## config.mk

```make
export PLATFORM = sky130hd
export DESIGN_NAME = key_debounce_event_counter_top
export DESIGN_NICKNAME = d
export VERILOG_FILES = /design/src/design/kdec_pkg.sv /design/src/design/kdec_cfg.sv /design/src/design/kdec_core.sv /design/src/design/key_debounce_event_counter_top.sv
export SDC_FILE = /design/constraint.sdc
export NUM_CORES = 1
export LEC_CHECK = 0
export ABC_CLOCK_PERIOD_IN_PS = 7600
export BUFFER_PORTS_ARGS = -buffer_cell sky130_fd_sc_hd__buf_2
export CORE_MARGIN = 10
export CORE_UTILIZATION = 46
export DETAILED_ROUTE_END_ITERATION = 6
export PLACE_DENSITY = 0.69
export SYNTH_ARGS = -nofsm -noshare
export SYNTH_HDL_FRONTEND = slang
export SYNTH_SLANG_ARGS = --single-unit
```

## constraint.sdc

```tcl
create_clock -name clk -period 7.6 [get_ports clk]
set_input_delay 0.76 -clock clk [delete_from_list [all_inputs] [get_ports clk]]
set_output_delay 0.76 -clock clk [all_outputs]
set_load 0.01 [all_outputs]
```

## src/design/kdec_pkg.sv

```systemverilog
// ----------------------------------------------------------------------------
// kdec_pkg
// Shared types and constants for the key debounce event counter.
// ----------------------------------------------------------------------------
package kdec_pkg;

  localparam int TICK_WIDTH_DEFAULT = 16;

  // configuration register file
  localparam int CFG_W       = 16;
  localparam int APB_DATA_W  = 32;
  localparam int APB_ADDR_W  = 3;
  localparam logic [CFG_W-1:0] DEBOUNCE_RESET = 16'd20;
  localparam logic [CFG_W-1:0] HOLD_RESET     = 16'd1000;

  localparam int COUNT_W = 8;

  typedef enum logic {
    REG_DEBOUNCE = 1'b0,
    REG_HOLD     = 1'b1
  } kdec_reg_t;

  typedef enum logic [1:0] {
    MODE_TICK         = 2'd0,
    MODE_READ_PRESS   = 2'd1,
    MODE_READ_RELEASE = 2'd2,
    MODE_READ_TIMEOUT = 2'd3
  } kdec_mode_t;

  // one result transfer
  typedef struct packed {
    logic [1:0]         key_state;
    logic [COUNT_W-1:0] read_value;
    logic [COUNT_W-1:0] press_events;
    logic [COUNT_W-1:0] release_events;
    logic [COUNT_W-1:0] timeout_events;
  } kdec_result_t;

endpackage

```

## src/design/kdec_cfg.sv

```systemverilog
// ----------------------------------------------------------------------------
// kdec_cfg
// APB-style register file holding the debounce and hold tick limits.
// ----------------------------------------------------------------------------
module kdec_cfg (
  input  logic                             clk,
  input  logic                             rst,
  input  logic                             psel,
  input  logic                             penable,
  input  logic                             pwrite,
  input  logic [kdec_pkg::APB_ADDR_W-1:0]  paddr,
  input  logic [kdec_pkg::APB_DATA_W-1:0]  pwdata,
  output logic [kdec_pkg::APB_DATA_W-1:0]  prdata,
  output logic                             pready,
  output logic [kdec_pkg::CFG_W-1:0]       debounce_ticks,
  output logic [kdec_pkg::CFG_W-1:0]       hold_ticks
);

  kdec_pkg::kdec_reg_t reg_sel;
  logic                wr_en;

  assign pready  = 1'b1;
  assign reg_sel = kdec_pkg::kdec_reg_t'(paddr[kdec_pkg::APB_ADDR_W-1]);
  assign wr_en   = psel && penable && pwrite && pready;

  always_ff @(posedge clk) begin
    if (rst) begin
      debounce_ticks <= kdec_pkg::DEBOUNCE_RESET;
      hold_ticks     <= kdec_pkg::HOLD_RESET;
    end else if (wr_en) begin
      unique case (reg_sel)
        kdec_pkg::REG_DEBOUNCE: debounce_ticks <= pwdata[kdec_pkg::CFG_W-1:0];
        kdec_pkg::REG_HOLD:     hold_ticks     <= pwdata[kdec_pkg::CFG_W-1:0];
        default: ;
      endcase
    end
  end

  always_comb begin
    unique case (reg_sel)
      kdec_pkg::REG_DEBOUNCE:
        prdata = kdec_pkg::APB_DATA_W'(debounce_ticks);
      kdec_pkg::REG_HOLD:
        prdata = kdec_pkg::APB_DATA_W'(hold_ticks);
      default:
        prdata = '0;
    endcase
  end

endmodule

```

## src/design/kdec_core.sv

```systemverilog
// ----------------------------------------------------------------------------
// kdec_core
// Four-phase debounce machine with press, release and timeout counters.
// Next state and result are combinational; state commits on step.
// ----------------------------------------------------------------------------
module kdec_core #(
  parameter int TICK_WIDTH = kdec_pkg::TICK_WIDTH_DEFAULT
) (
  input  logic                        clk,
  input  logic                        rst,
  input  logic                        step,
  input  logic [1:0]                  mode,
  input  logic                        pin_level,
  input  logic [kdec_pkg::CFG_W-1:0]  debounce_ticks,
  input  logic [kdec_pkg::CFG_W-1:0]  hold_ticks,
  output kdec_pkg::kdec_result_t      res
);

  localparam int CMP_W = (TICK_WIDTH > kdec_pkg::CFG_W) ? TICK_WIDTH : kdec_pkg::CFG_W;

  typedef enum logic [1:0] {
    PH_RELEASED  = 2'd0,
    PH_PRESSING  = 2'd1,
    PH_PRESSED   = 2'd2,
    PH_RELEASING = 2'd3
  } phase_t;

  phase_t                         phase, phase_next;
  logic [TICK_WIDTH-1:0]          tick_count, tick_count_next;
  logic [TICK_WIDTH-1:0]          mark_count, mark_count_next;
  logic [kdec_pkg::COUNT_W-1:0]   press_total, press_total_next;
  logic [kdec_pkg::COUNT_W-1:0]   release_total, release_total_next;
  logic [kdec_pkg::COUNT_W-1:0]   timeout_total, timeout_total_next;
  logic [kdec_pkg::COUNT_W-1:0]   read_value;
  logic                           down;
  kdec_pkg::kdec_mode_t           mode_e;

  // signed span test: a negative difference never counts as held
  function automatic logic held(input logic [TICK_WIDTH-1:0]      t,
                                input logic [TICK_WIDTH-1:0]      m,
                                input logic [kdec_pkg::CFG_W-1:0] lim);
    logic [TICK_WIDTH-1:0] diff;
    diff = t - m;
    return !diff[TICK_WIDTH-1] && (CMP_W'(diff) >= CMP_W'(lim));
  endfunction

  assign down   = !pin_level;
  assign mode_e = kdec_pkg::kdec_mode_t'(mode);

  always_comb begin
    phase_next         = phase;
    tick_count_next    = tick_count;
    mark_count_next    = mark_count;
    press_total_next   = press_total;
    release_total_next = release_total;
    timeout_total_next = timeout_total;
    read_value         = '0;

    case (mode_e)
      kdec_pkg::MODE_TICK: begin
        unique case (phase)
          PH_RELEASED: begin
            if (down) begin
              mark_count_next = tick_count;
              phase_next      = PH_PRESSING;
            end else begin
              tick_count_next = '0;
              mark_count_next = '0;
            end
          end
          PH_PRESSING: begin
            if (down) tick_count_next = tick_count + TICK_WIDTH'(1);
            else      phase_next      = PH_RELEASED;
            if (held(tick_count_next, mark_count_next, debounce_ticks)) begin
              press_total_next = press_total + 1'b1;
              tick_count_next  = '0;
              mark_count_next  = '0;
              phase_next       = PH_PRESSED;
            end
          end
          PH_PRESSED: begin
            if (down) begin
              tick_count_next = tick_count + TICK_WIDTH'(1);
            end else begin
              tick_count_next = '0;
              mark_count_next = '0;
              phase_next      = PH_RELEASING;
            end
            if (CMP_W'(tick_count_next) >= CMP_W'(hold_ticks)) begin
              timeout_total_next = timeout_total + 1'b1;
              tick_count_next    = '0;
            end
          end
          PH_RELEASING: begin
            if (!down) begin
              tick_count_next = tick_count + TICK_WIDTH'(1);
            end else begin
              phase_next      = PH_PRESSED;
              mark_count_next = tick_count;
              tick_count_next = '0;
            end
            if (held(tick_count_next, mark_count_next, debounce_ticks)) begin
              release_total_next = release_total + 1'b1;
              tick_count_next    = '0;
              mark_count_next    = '0;
              phase_next         = PH_RELEASED;
            end
          end
          default: begin
            phase_next         = PH_RELEASED;
            tick_count_next    = '0;
            mark_count_next    = '0;
            press_total_next   = '0;
            release_total_next = '0;
            timeout_total_next = '0;
          end
        endcase
      end
      kdec_pkg::MODE_READ_PRESS: begin
        read_value       = press_total;
        press_total_next = '0;
      end
      kdec_pkg::MODE_READ_RELEASE: begin
        read_value         = release_total;
        release_total_next = '0;
      end
      default: begin
        read_value         = timeout_total;
        timeout_total_next = '0;
      end
    endcase
  end

  always_comb begin
    res.key_state      = phase_next;
    res.read_value     = read_value;
    res.press_events   = press_total_next;
    res.release_events = release_total_next;
    res.timeout_events = timeout_total_next;
  end

  always_ff @(posedge clk) begin
    if (rst) begin
      phase         <= PH_RELEASED;
      tick_count    <= '0;
      mark_count    <= '0;
      press_total   <= '0;
      release_total <= '0;
      timeout_total <= '0;
    end else if (step) begin
      phase         <= phase_next;
      tick_count    <= tick_count_next;
      mark_count    <= mark_count_next;
      press_total   <= press_total_next;
      release_total <= release_total_next;
      timeout_total <= timeout_total_next;
    end
  end

endmodule

```

## src/design/key_debounce_event_counter_top.sv

```systemverilog
// ----------------------------------------------------------------------------
// key_debounce_event_counter_top
// Debounced push-button event counter with read-clear event counts.
//
//   channel  | handshake                  | payload
//   ---------+----------------------------+--------------------------------
//   item     | item_valid / item_stall    | mode, pin_level
//   result   | result_valid / result_stall| key_state, read_value,
//            |                            | press_events, release_events,
//            |                            | timeout_events
//   config   | APB psel/penable/pwrite    | paddr, pwdata, prdata
//
// One item per cycle while item_stall is low; each item passes the input
// register, then the result register. Debounce state commits as the
// item moves into the result register. Synchronous reset clears valid
// flags and debounce state and loads the default tick limits. A stalled
// result holds the input register; item_stall follows once it is full.
// ----------------------------------------------------------------------------
module key_debounce_event_counter_top #(
  parameter int TICK_WIDTH = kdec_pkg::TICK_WIDTH_DEFAULT
) (
  input  logic                             clk,
  input  logic                             rst,
  input  logic                             item_valid,
  output logic                             item_stall,
  input  logic [1:0]                       mode,
  input  logic                             pin_level,
  output logic                             result_valid,
  input  logic                             result_stall,
  output logic [1:0]                       key_state,
  output logic [kdec_pkg::COUNT_W-1:0]     read_value,
  output logic [kdec_pkg::COUNT_W-1:0]     press_events,
  output logic [kdec_pkg::COUNT_W-1:0]     release_events,
  output logic [kdec_pkg::COUNT_W-1:0]     timeout_events,
  input  logic                             psel,
  input  logic                             penable,
  input  logic                             pwrite,
  input  logic [kdec_pkg::APB_ADDR_W-1:0]  paddr,
  input  logic [kdec_pkg::APB_DATA_W-1:0]  pwdata,
  output logic [kdec_pkg::APB_DATA_W-1:0]  prdata,
  output logic                             pready
);

  logic                         in_full;
  logic [1:0]                   in_mode;
  logic                         in_pin;
  logic                         advance;
  logic                         step;
  logic [kdec_pkg::CFG_W-1:0]   debounce_ticks;
  logic [kdec_pkg::CFG_W-1:0]   hold_ticks;
  kdec_pkg::kdec_result_t       res;

  assign advance    = !result_valid || !result_stall;
  assign step       = in_full && advance;
  assign item_stall = in_full && !advance;

  kdec_cfg u_cfg (
    .clk            (clk),
    .rst            (rst),
    .psel           (psel),
    .penable        (penable),
    .pwrite         (pwrite),
    .paddr          (paddr),
    .pwdata         (pwdata),
    .prdata         (prdata),
    .pready         (pready),
    .debounce_ticks (debounce_ticks),
    .hold_ticks     (hold_ticks)
  );

  kdec_core #(
    .TICK_WIDTH (TICK_WIDTH)
  ) u_core (
    .clk            (clk),
    .rst            (rst),
    .step           (step),
    .mode           (in_mode),
    .pin_level      (in_pin),
    .debounce_ticks (debounce_ticks),
    .hold_ticks     (hold_ticks),
    .res            (res)
  );

  // input register
  always_ff @(posedge clk) begin
    if (rst) begin
      in_full <= 1'b0;
    end else if (!item_stall) begin
      in_full <= item_valid;
    end
  end

  always_ff @(posedge clk) begin
    if (item_valid && !item_stall) begin
      in_mode <= mode;
      in_pin  <= pin_level;
    end
  end

  // result register
  always_ff @(posedge clk) begin
    if (rst) begin
      result_valid <= 1'b0;
    end else if (advance) begin
      result_valid <= in_full;
    end
  end

  always_ff @(posedge clk) begin
    if (step) begin
      key_state      <= res.key_state;
      read_value     <= res.read_value;
      press_events   <= res.press_events;
      release_events <= res.release_events;
      timeout_events <= res.timeout_events;
    end
  end

endmodule

```

==> run summary <==
P&R area growth vs syn = 11.3%
Final setup viols = 0
Remaining antenna violation count = 0
Pwr Density = 165 nW/um^2
Area leader, netlist = dfxtp_1
Synth top area share = 19.3%
Final hold vios = 0
Req. time, crit path = 7.95 ns
Initial antenna violation count = 0
Startpoint types = flop
Post-Synthesis Cells = 1,182
Post-CTS setup buffer count = 0
Crit path max fanout = 8
Gr ovfl total = 0
Total clock sinks = 129
Maximum Capacitance Violations = 0
Max Buffers Root-to-Sink = 2
Largest net degree at the start of global routing = 61
Pwr Total = 1.75 mW
Worst-skew pair later-pin latency = 0.43 ns
Fin cells = 1,509
Final TNS setup = 0 ns
Async S/R FF share, synth = 0%
EDFF count, synth = 37
Clk pwr share = 46.1%
Starting Density = 46.9%
Hold-fix buffers at CTS = 0
Row Count = 52
Slew headroom = 31.9%
Sw power = 494 uW
Post-CTS resize count = 0
Int Power = 1.26 mW
Unrepaired setup endpoints after global routing = no
Vias = 8,649
Cts bufs inserted = 17
First-iteration detailed-routing DRC count = 705
#FFs+latches synth = 129
Final Max Tran Viols = 0
Vias in the first global route = 8,343
Critical Path AT = 7.11 ns
Post-route clock period utilization = 88.9%
Worst setup margin = 0.843 ns
Final WL = 26,000 um
Fin nets = 1,362
Final Wtd Congestion = 0.865
Worst vdd ir = 0.000139 V
Count leader, synth = nand2_1
Commonest cells post-synth = 156 x nand2_1, 93 x a21oi_1, 92 x dfxtp_1
Pre-CTS WS = 0.953 ns
Worst Setup End Kind = flop
Number of diodes = 0
Die Span X = 164 um
Clock transition at path regs = 0.06 ns
Post-synthesis sequential area ratio = 30.9%
CTS Root Cell = clkbuf_16
Core Region = 20,400 um^2
Reg power frac = 41.5%
Combinational fraction of design power = 12.3%
Distinct cells, synth = 76
Fmax achieved = 148 MHz
Post-Route Skew = 0.00892 ns
HPWL after DPL = 19,100 um
GRT Total Usage = 19.6%
IO Pins = 114
Via density = 5.73
Top post-synthesis cells by area = dfxtp_1 19%, ha_1 12%, edfxtp_1 12%, nand2_1 6.1%, a21oi_1 4.9%
CTS tree = done
Routed WL per cell = 17.2 um
Syn Area/Cell = 8.09 um^2
DRC = 0
Status = completed
Cell Count Post-Placement = 1,477
Post-synthesis cell area = 9560 um^2
Min cycle time layout = 6.76 ns
Slew @ Worst Pin = 1.02 ns
Sw Ratio = 28.2%
Layout cells sized above 1 = 11.8%
Port Buffers = 78
H-Tree Depth = 4
First-pass GRT wire length = 43,100 um
Ys Warns = 0
Synth Flop Type = dfxtp_1
Hold Crit Class = flop to flop
Crit path kind = flop to flop
Pre-antenna DRT Iters = 5
Leak = 4.31 nW
Die area = 26,900 um^2
Die height = 164 um
[worst max-delay path, stage by stage, from the launching register on]
cell and delay, ns:
dfxtp_1 0.45, ha_1 0.36, nand3_1 0.21, nor2_1 0.30
nand2_1 0.20, nor2_1 0.17, nand2_1 0.08, and2_1 0.19
or2_2 0.30, ha_1 0.37, a21oi_1 0.11, o21bai_1 0.13
a21oi_1 0.10, o211ai_1 0.31, xor2_1 0.42, inv_2 0.17
ha_1 0.36, and4_1 0.27, o2111ai_1 0.12, o21ai_0 0.59
inv_1 0.21, nor3_2 0.40, nand2_1 0.17, or4b_1 0.52
a31oi_1 0.16
[per-layer routing]
metal  track usage [%]  part of all wire (%)  vias up  wire, um
met2              32.1                    47      236     12300
li1                  -                     -     4315         -
met5                 0                     0        -         0
met1              25.5                    46     4062     11900
met3              3.68                   5.0       36      1290
met4              6.30                   2.1        0       544
[area by class of cell]
type | instances | area, um^2
fill | 1915 | 9730
multi-input combinational | 918 | 6020
sequential | 129 | 2950
timing repair buffer | 93 | 503
clock buffer | 19 | 443
tap | 270 | 338
inverter | 67 | 251
clock inverter | 13 | 128
[state kept, by name, summed over array words and instances, names as in the netlist]
| signal | flops |
|---|---|
| press_events | 8 |
| u_core.press_total | 8 |
| release_events | 8 |
| timeout_events | 8 |
| u_cfg.debounce_ticks | 16 |
| u_core.phase | 2 |
| in_mode | 2 |
| u_core.mark_count | 16 |
| u_core.tick_count | 16 |
| in_full | 1 |
| read_value | 8 |
| key_state | 2 |
| in_pin | 1 |
| u_cfg.hold_ticks | 16 |
| result_valid | 1 |
| u_core.timeout_total | 8 |
| u_core.release_total | 8 |
[logic make-up (layout without fill, tap and decap cells)]
family	Yosys count	count (layout)	synth area share, %
fa+ha+maj	91	91	12.1
xor+xnor	53	53	4.86
simple gates	390	390	19.3
other cells	2	17	0.0786
buf+inv	150	192	6.69
flops	129	129	30.9
mux	21	21	2.26
compound gates	346	346	23.9
[cell usage in the layout (no fill, tap or decap), types with 14 or more instances in the layout]
master / synthesis / final
a21o_1: 28 / 28
a21oi_1: 93 / 93
a22o_1: 17 / 17
buf_2: 7 / 78
buf_4: 18 / 15
clkbuf_16: 0 / 17
conb_1: 2 / 17
dfxtp_1: 92 / 92
edfxtp_1: 37 / 37
ha_1: 89 / 89
inv_1: 65 / 64
mux2i_1: 16 / 16
nand2_1: 156 / 156
nand3_1: 25 / 25
nand4_1: 26 / 26
nor2_1: 87 / 87
nor3_1: 14 / 14
o211ai_1: 19 / 19
o21ai_0: 77 / 77
xnor2_1: 31 / 31
xor2_1: 22 / 22
[power by group through the flow]
stage / clock [mW] / combinational (mW) / sequential, mW
after floorplan: 0 / 0.147 / 0.746
after global placement: 0 / 0.209 / 0.742
after detailed placement: 0 / 0.212 / 0.742
after CTS: 0.821 / 0.214 / 0.728
after global routing: 0.852 / 0.241 / 0.729
final: 0.808 / 0.216 / 0.728
[final timing paths]
| path | from | to | slack, ns | depth (start not counted) |
|---|---|---|---|---|
| worst min register to register | u_cfg.debounce_ticks[5] | u_cfg.debounce_ticks[5] | 0.45 | 2 |
| worst min-delay path | u_cfg.debounce_ticks[5] | u_cfg.debounce_ticks[5] | 0.45 | 2 |
| worst max-delay path | u_core.tick_count[1] | u_core.press_total[6] | 0.84 | 24 |
| worst max register to register | u_core.tick_count[1] | u_core.press_total[6] | 0.84 | 24 |
[through the flow]
step / utilization (%) / hold slack, ns / instance area [um^2]
2_1_floorplan: - / 0.436 / 9610
3_5_place_dp: 49.4 / 0.448 / 10100
4_1_cts: 52.2 / 0.456 / 10600
5_1_grt: 52.2 / 0.472 / 10600
3_3_place_gp: 49.4 / 0.442 / 10100
6_report: 52.2 / 0.454 / 10600
(Power assumes the default switching activity.)
